File: config.mk
export PLATFORM = sky130hd
export DESIGN_NAME = pie_pulse_width_decoder
export DESIGN_NICKNAME = d
export VERILOG_FILES = /design/src/hdl/piedec_pkg.sv /design/src/hdl/piedec_csr.sv /design/src/hdl/piedec_step.sv /design/src/hdl/pie_pulse_width_decoder.sv
export SDC_FILE = /design/constraint.sdc
export NUM_CORES = 1
export LEC_CHECK = 0
export BUFFER_PORTS_ARGS = -buffer_cell sky130_fd_sc_hd__buf_2
export CAP_MARGIN = 0
export CORE_UTILIZATION = 50
export CTS_CLUSTER_DIAMETER = 100
export DETAILED_ROUTE_END_ITERATION = 8
export PLACE_DENSITY = 0.66
export SETUP_SLACK_MARGIN = 0.15
export SYNTH_ARGS = -nofsm -noshare
export SYNTH_HDL_FRONTEND = slang
export SYNTH_HIERARCHICAL = 1
export SYNTH_SLANG_ARGS = --single-unit
File: constraint.sdc
create_clock -name clock -period 6.4 [get_ports clock]
set_input_delay 1.28 -clock clock [delete_from_list [all_inputs] [get_ports clock]]
set_output_delay 1.28 -clock clock [all_outputs]
set_load 0.02 [all_outputs]
File: src/hdl/piedec_pkg.sv
`timescale 1ns / 1ps

package piedec_pkg;

   localparam int LenW   = 16;
   localparam int CfgW   = 16;
   localparam int CountW = 8;
   localparam int PhaseW = 3;
   localparam int IndexW = 3;
   localparam int ExpW   = 19;
   localparam int WinW   = 24;

   localparam int MaxBitsDefault = 255;

   localparam logic [CfgW-1:0] DelimReset = 16'd25;
   localparam logic [CfgW-1:0] PwReset    = 16'd25;
   localparam logic [CfgW-1:0] RtcalReset = 16'd150;
   localparam logic [CfgW-1:0] TrcalReset = 16'd400;
   localparam logic            ModeReset  = 1'b1;

   localparam logic [IndexW-1:0] RegDelim = 3'd0;
   localparam logic [IndexW-1:0] RegPw    = 3'd1;
   localparam logic [IndexW-1:0] RegRtcal = 3'd2;
   localparam logic [IndexW-1:0] RegTrcal = 3'd3;
   localparam logic [IndexW-1:0] RegMode  = 3'd4;

   typedef enum logic [PhaseW-1:0] {
      PH_DELIM = 3'd0,
      PH_DATA0 = 3'd1,
      PH_RTCAL = 3'd2,
      PH_TRCAL = 3'd3,
      PH_DATAS = 3'd4
   } piedec_phase_type;

   typedef struct packed {
      logic signed [WinW-1:0] lo;
      logic signed [WinW-1:0] hi;
   } piedec_win_type;

   typedef struct packed {
      piedec_win_type delim;
      piedec_win_type pw;
      piedec_win_type pw3;
      piedec_win_type rtcal;
      piedec_win_type trcal;
      logic           preamble;
   } piedec_bounds_type;

   typedef struct packed {
      piedec_phase_type   phase;
      logic               expect_high;
      logic               pending_bit;
      logic [CountW-1:0]  bits_decoded;
   } piedec_state_type;

   typedef struct packed {
      logic [CountW-1:0] bit_count;
      logic              bit_valid;
      logic              bit_value;
      logic              decoder_reset;
      logic [PhaseW-1:0] frame_phase;
   } piedec_result_type;

   localparam piedec_state_type StateReset = '{
      phase:        PH_DELIM,
      expect_high:  1'b0,
      pending_bit:  1'b0,
      bits_decoded: '0
   };

   // window bounds 9*e and 11*e
   function automatic piedec_win_type make_win(input logic signed [ExpW-1:0] e);
      logic signed [WinW-1:0] ex;
      piedec_win_type w;
      ex   = WinW'(e);
      w.lo = (ex <<< 3) + ex;
      w.hi = (ex <<< 3) + (ex <<< 1) + ex;
      return w;
   endfunction

   function automatic logic in_win(input piedec_win_type w,
                                   input logic signed [WinW-1:0] t);
      return (w.lo <= t) && (t <= w.hi);
   endfunction

endpackage

File: src/hdl/piedec_csr.sv
`timescale 1ns / 1ps

module piedec_csr
   import piedec_pkg::*;
(
   input  logic                   clock,
   input  logic                   reset,
   input  logic                   csr_we,
   input  logic [IndexW-1:0]      csr_index,
   input  logic [CfgW-1:0]        csr_wdata,
   output piedec_bounds_type      bounds
);

   logic [CfgW-1:0]   delim_ff;
   logic [CfgW-1:0]   pw_ff;
   logic [CfgW-1:0]   rtcal_ff;
   logic [CfgW-1:0]   trcal_ff;
   logic              mode_ff;
   piedec_bounds_type bounds_ff;
   piedec_bounds_type bounds_in;

   logic signed [ExpW-1:0] exp_delim;
   logic signed [ExpW-1:0] exp_pw;
   logic signed [ExpW-1:0] exp_pw3;
   logic signed [ExpW-1:0] exp_rtcal;
   logic signed [ExpW-1:0] exp_trcal;

   always_ff @(posedge clock) begin
      if (reset) begin
         delim_ff <= DelimReset;
         pw_ff    <= PwReset;
         rtcal_ff <= RtcalReset;
         trcal_ff <= TrcalReset;
         mode_ff  <= ModeReset;
      end else if (csr_we) begin
         case (csr_index)
            RegDelim: delim_ff <= csr_wdata;
            RegPw:    pw_ff    <= csr_wdata;
            RegRtcal: rtcal_ff <= csr_wdata;
            RegTrcal: trcal_ff <= csr_wdata;
            RegMode:  mode_ff  <= csr_wdata[0];
            default: begin
            end
         endcase
      end
   end

   always_comb begin
      exp_delim = signed'({3'b000, delim_ff});
      exp_pw    = signed'({3'b000, pw_ff});
      exp_pw3   = signed'({2'b00, pw_ff, 1'b0}) + signed'({3'b000, pw_ff});
      exp_rtcal = signed'({3'b000, rtcal_ff}) - exp_pw;
      exp_trcal = signed'({3'b000, trcal_ff}) - exp_pw;

      bounds_in.delim    = make_win(exp_delim);
      bounds_in.pw       = make_win(exp_pw);
      bounds_in.pw3      = make_win(exp_pw3);
      bounds_in.rtcal    = make_win(exp_rtcal);
      bounds_in.trcal    = make_win(exp_trcal);
      bounds_in.preamble = mode_ff;
   end

   // window registers: refresh every cycle
   always_ff @(posedge clock) begin
      bounds_ff <= bounds_in;
   end

   assign bounds = bounds_ff;

endmodule

File: src/hdl/piedec_step.sv
`timescale 1ns / 1ps

module piedec_step
   import piedec_pkg::*;
#(
   parameter int MAX_BITS = MaxBitsDefault
)
(
   input  piedec_bounds_type  bounds,
   input  logic               is_low,
   input  logic [LenW-1:0]    duration,
   input  piedec_state_type   cur,
   output piedec_state_type   nxt,
   output piedec_result_type  result
);

   localparam logic [CountW-1:0] CountLimit =
      (MAX_BITS < 255) ? CountW'(MAX_BITS) : CountW'(255);

   logic signed [WinW-1:0] ten_len;
   logic ok_delim;
   logic ok_pw;
   logic ok_pw3;
   logic ok_rtcal;
   logic ok_trcal;
   logic ok_low;
   logic valid;
   logic value;
   logic did_reset;

   always_comb begin
      ten_len  = signed'({5'b0, duration, 3'b000}) + signed'({7'b0, duration, 1'b0});
      ok_delim = in_win(bounds.delim, ten_len);
      ok_pw    = in_win(bounds.pw, ten_len);
      ok_pw3   = in_win(bounds.pw3, ten_len);
      ok_rtcal = in_win(bounds.rtcal, ten_len);
      ok_trcal = in_win(bounds.trcal, ten_len);
      ok_low   = (cur.phase == PH_DELIM) ? ok_delim : ok_pw;
   end

   always_comb begin
      nxt       = cur;
      valid     = 1'b0;
      value     = 1'b0;
      did_reset = 1'b0;

      if (!is_low) begin
         if (!cur.expect_high) begin
            nxt       = StateReset;
            did_reset = 1'b1;
         end else begin
            nxt.expect_high = 1'b0;
            case (cur.phase)
               PH_DATAS: begin
                  if (ok_pw) begin
                     nxt.pending_bit = 1'b0;
                  end else if (ok_pw3) begin
                     nxt.pending_bit = 1'b1;
                  end else begin
                     nxt       = StateReset;
                     did_reset = 1'b1;
                  end
               end
               PH_DATA0: begin
                  if (!ok_pw) begin
                     nxt       = StateReset;
                     did_reset = 1'b1;
                  end
               end
               PH_RTCAL: begin
                  if (!ok_rtcal) begin
                     nxt       = StateReset;
                     did_reset = 1'b1;
                  end
               end
               PH_TRCAL: begin
                  if (!ok_trcal) begin
                     nxt       = StateReset;
                     did_reset = 1'b1;
                  end
               end
               default: begin
                  nxt       = StateReset;
                  did_reset = 1'b1;
               end
            endcase
         end
      end else begin
         if (cur.expect_high) begin
            nxt       = StateReset;
            did_reset = 1'b1;
         end else if (cur.phase == PH_DATAS) begin
            nxt.expect_high = 1'b1;
            if (ok_pw) begin
               valid = 1'b1;
               value = cur.pending_bit;
               if (cur.bits_decoded < CountLimit) begin
                  nxt.bits_decoded = cur.bits_decoded + CountW'(1);
               end
            end else begin
               nxt       = StateReset;
               did_reset = 1'b1;
            end
         end else if (ok_low) begin
            nxt.expect_high = 1'b1;
            case (cur.phase)
               PH_DELIM: nxt.phase = PH_DATA0;
               PH_DATA0: nxt.phase = PH_RTCAL;
               PH_RTCAL: nxt.phase = bounds.preamble ? PH_TRCAL : PH_DATAS;
               default:  nxt.phase = PH_DATAS;
            endcase
         end else begin
            // drop the frame, retry the low as a delimiter outside delimiter phase
            nxt       = StateReset;
            did_reset = 1'b1;
            if ((cur.phase != PH_DELIM) && ok_delim) begin
               nxt.expect_high = 1'b1;
               nxt.phase       = PH_DATA0;
            end
         end
      end

      result.bit_count     = nxt.bits_decoded;
      result.bit_valid     = valid;
      result.bit_value     = value;
      result.decoder_reset = did_reset;
      result.frame_phase   = PhaseW'(nxt.phase);
   end

endmodule

File: src/hdl/pie_pulse_width_decoder.sv
`timescale 1ns / 1ps
// An accepted request is held in the input register, decoded, and stored in the result register.
// Throughput: one request per cycle while results are taken, set by the single decode step between the two registers.
// Reset (synchronous): decoder returns to delimiter phase, count cleared, registers to defaults.
// A register write takes effect on requests accepted from the following cycle on.
module pie_pulse_width_decoder
   import piedec_pkg::*;
#(
   parameter int MAX_BITS = MaxBitsDefault
)
(
   input  logic                clock,
   input  logic                reset,
   input  logic                csr_we,
   input  logic [IndexW-1:0]   csr_index,
   input  logic [CfgW-1:0]     csr_wdata,
   input  logic                req_valid,
   output logic                req_ready,
   input  logic                req_type,
   input  logic [LenW-1:0]     req_duration,
   output logic                rsp_valid,
   input  logic                rsp_ready,
   output logic [CountW-1:0]   rsp_bit_count,
   output logic                rsp_bit_valid,
   output logic                rsp_bit_value,
   output logic                rsp_decoder_reset,
   output logic [PhaseW-1:0]   rsp_frame_phase
);

   piedec_bounds_type bounds;

   logic              s1_valid_ff;
   logic              s1_type_ff;
   logic [LenW-1:0]   s1_len_ff;
   logic              rsp_valid_ff;
   piedec_result_type result_ff;
   piedec_result_type result_in;
   piedec_state_type  state_ff;
   piedec_state_type  state_in;
   logic              advance;

   piedec_csr u_csr (
      .clock     (clock),
      .reset     (reset),
      .csr_we    (csr_we),
      .csr_index (csr_index),
      .csr_wdata (csr_wdata),
      .bounds    (bounds)
   );

   piedec_step #(
      .MAX_BITS (MAX_BITS)
   ) u_step (
      .bounds    (bounds),
      .is_low    (s1_type_ff),
      .duration  (s1_len_ff),
      .cur       (state_ff),
      .nxt       (state_in),
      .result    (result_in)
   );

   assign advance   = !rsp_valid_ff || rsp_ready;
   assign req_ready = !s1_valid_ff || advance;

   always_ff @(posedge clock) begin
      if (reset) begin
         s1_valid_ff  <= 1'b0;
         rsp_valid_ff <= 1'b0;
         state_ff     <= StateReset;
      end else begin
         if (req_ready) begin
            s1_valid_ff <= req_valid;
         end
         if (advance) begin
            rsp_valid_ff <= s1_valid_ff;
            if (s1_valid_ff) begin
               state_ff <= state_in;
            end
         end
      end
   end

   always_ff @(posedge clock) begin
      if (req_valid && req_ready) begin
         s1_type_ff <= req_type;
         s1_len_ff  <= req_duration;
      end
      if (advance && s1_valid_ff) begin
         result_ff <= result_in;
      end
   end

   assign rsp_valid         = rsp_valid_ff;
   assign rsp_bit_count     = result_ff.bit_count;
   assign rsp_bit_valid     = result_ff.bit_valid;
   assign rsp_bit_value     = result_ff.bit_value;
   assign rsp_decoder_reset = result_ff.decoder_reset;
   assign rsp_frame_phase   = result_ff.frame_phase;

endmodule

==> run metrics <==
CP max stage delay=between 600 and 700 ps; Max Slew Vio Count=0; max-cap violations=0; post-route minimum period=slightly below 6000 ps; cts hold-fix bufs=0; met3 global-route usage=about 3.1%; post-synth top area cell=dfxtp_1; Top Ports=57; sequential-to-total area share from yosys stat=between 20% and 30%; # fillers=4525; # port buffers=56; DP Area=0.02646 sq mm; Crit. Startpoint=s1_len_ff[1]$_DFFE_PP_; distinct cell type count after synthesis=just over 100; Worst path slowest cell=xor2_1; hold_sp=u_csr/rtcal_ff[13]$_SDFFE_PP0P_; DRT iter0 DRCs=1307; Antenna diodes=0; share of cells above drive strength 1=under 10%; DRC violations left=0; post-route ant nets=0; HP Class=register to register; met1 Resource Use GR=about a third; Chip Width=227.8 microns; core area=0.05027 sq mm; row cnt=82; CP cell instances=buf_4 -> ha_1 -> a211oi_2 -> o21a_1 -> o21ai_0 -> xor2_1 -> buf_4 -> ha_1 -> nand3_1 -> nor2_1 -> a221oi_1 -> maj3_1 -> maj3_1 -> o211ai_1 -> a211oi_1 -> o22ai_1 -> o22ai_1 -> a211oi_4 -> o211ai_1 -> nand2b_1 -> mux2i_1; clk sink count=about 310; ranking of synthesized cells by area=dfxtp_1 (22%), ha_1 (18%), xnor2_1 (6.1%), fa_1 (4.9%), a21oi_1 (4.5%); Synth top area share=between 20 and 25%; Reg2Reg Setup Slack=roughly 600 ps; DIE AREA=~0.052 sq mm; Crit path required time=between 6000 and 7000 ps; final setup vio count=0; Least-Margin Pin Slew=1047 ps; setup ws final=a little under 600 ps; global routing's busiest layer=met2; crit path kind=register to register; via count=approximately 21000; initial antenna violation count=2; total grt overflow=0; worst hold path stage count=2; number of global-route vias before repair=roughly 21000; startpoint types=register; Clock Latency Late Sink=roughly 570 ps; TritonCTS Buffers=39; Initial Util=about half; wire per inst=19.35 microns; root buf cell=clkbuf_16; Pleak=around 0.013 uW; Post-Synthesis Cells=2866; Slew headroom=about 30%; Final Skew=22.46 ps; status=finished clean; Routed WL=70210 microns; routed vias/inst=roughly 5.8; GRT Total Usage=between 20% and 30%; fin area=0.02768 sq mm; pre-CTS WS=around 650 ps; H-tree depth=2; RSZ-0062 raised after global routing=false; Die Height=~230 microns; Final period util=approximately 91%; worst ir drop on vdd=around 0.00025 V; routability cong.=approximately 0.94; Achievable Freq=~0.17 GHz; Tot Pwr=just over 8000 uW; fraction of registers with async set/reset=0%; largest net degree at the start of global routing=94; RR Startpoint=s1_len_ff[1]$_DFFE_PP_; reg2reg path depth=21; first-pass GRT wire length=roughly 110000 microns; nets@finish=3402; setup_tns=0 ps; FF+latch count, synth=approximately 310; Mapped Avg Cell Area=approximately 8.9 sq um; Post-DP HPWL=between 50000 and 60000 microns; CP Capture Type=register; Synth Flop Type=dfxtp_1; First-pass DRT Iterations=6; Worst-path clk slew=about 60 ps; PwrDens=slightly below 300 mW/mm^2; GR Util met2=a little under 50%; Ys Warns=6; cts repair resizes=0; multi-input logic area=between 0.015 and 0.02 sq mm; Area growth, synth to finish=8.537%; final hold vios=0; Post-synth EDFFs=31; Post-Syn Area=0.02550 sq mm; Reg area=about 0.0066 sq mm; CTS tree=built; Worst Path Max Fanout=8; Core Util, Final=between 50% and 60%; arrival time worst endpoint=6230 ps; Post-CTS Setup Bufs=0; Bufs on Longest Clock Path=3
==> logic make-up after synthesis <==
kind of cell,count (synthesis),share of synthesized area (%)
DFF,314,25.86
adders and majority gates,458,24.08
xor gates and xnor gates,266,9.974
other,1,0.01470
and+or+nand+nor,718,14.03
buffers and inverters,371,6.422
muxes,18,0.7065
AOI/OAI and AO/OA,720,18.91
==> Yosys cell counts, drive strengths merged, types with 24 or more instances <==
master,count
nand3,57
xnor2,181
o211ai,25
nand4,24
ha,372
o21a,37
clkbuf,42
o21ai,106
fa,62
xor2,73
nor2b,30
nand2b,60
edfxtp,31
dfxtp,283
maj3,24
nor2,148
inv,260
a21oi,231
and3,32
buf,69
o21bai,35
nor3,43
a21o,94
nand2,223
==> state kept, by name (all words and copies together) (netlist names), 3 cells and up <==
name and count:
rsp_frame_phase 3, s1_len_ff 16, u_csr/bounds 203, u_csr/trcal_ff 16
rsp_bit_count 8, u_csr/rtcal_ff 16, u_csr/pw_ff 16, state_ff 13
u_csr/delim_ff 16
==> final timing paths <==
kind	endpoint
setup / recovery	state_ff[1]$_SDFFE_PP0P_
hold / removal	u_csr/rtcal_ff[13]$_SDFFE_PP0P_
setup reg to reg	state_ff[1]$_SDFFE_PP0P_
hold reg to reg	u_csr/rtcal_ff[13]$_SDFFE_PP0P_
==> layout by cell type, fill, tap and decap left out, types with 60 or more instances in the layout <==
cell and n:
a21o_1 94, a21oi_1 227, ha_1 372, fa_1 62
nand2b_1 60, nor2_1 145, nand2_1 223, xor2_1 71
inv_1 258, dfxtp_1 283, o21ai_0 95, xnor2_1 178
==> metal layers <==
layer	vias up	wire length (microns)
li1	10213	-
met1	10007	29530
met2	530	34670
met3	145	3386
met4	0	2620
met5	-	0
==> report_power, final <==
group,total (uW),switching (uW),internal [uW],leakage [uW]
Clock,2140,893,1250,0.000601
Sequential,2590,228,2360,0.00263
Combinational,3480,1970,1520,0.00962
==> critical path: cells and delay by family, from the launching register on <==
kind / cells / cell delay [ps]
AOI/OAI and AO/OA: 10 / 2560
buffers and inverters: 2 / 480
muxes: 1 / 60
adders and majority gates: 4 / 1230
and+or+nand+nor: 3 / 290
xor gates and xnor gates: 1 / 630
DFF: 1 / 400
==> cell type report <==
cell class	instances	share of cell area [%]
sequential	314	23.83
tap	672	3.038
clock inverter	12	0.2396
clock buffer	59	4.181
inverter	260	3.526
multi-input combinational	2200	62.65
timing repair buffer	112	2.531
==> stage by stage <==
step	std cells	hold WS, ps
detailed placement	3558	451.4
CTS	3629	459.9
finish	3629	459.8
global route	3629	480.1
global placement	3558	448.8
floorplan	2885	330.5
Power figures use the tool's default switching activity.
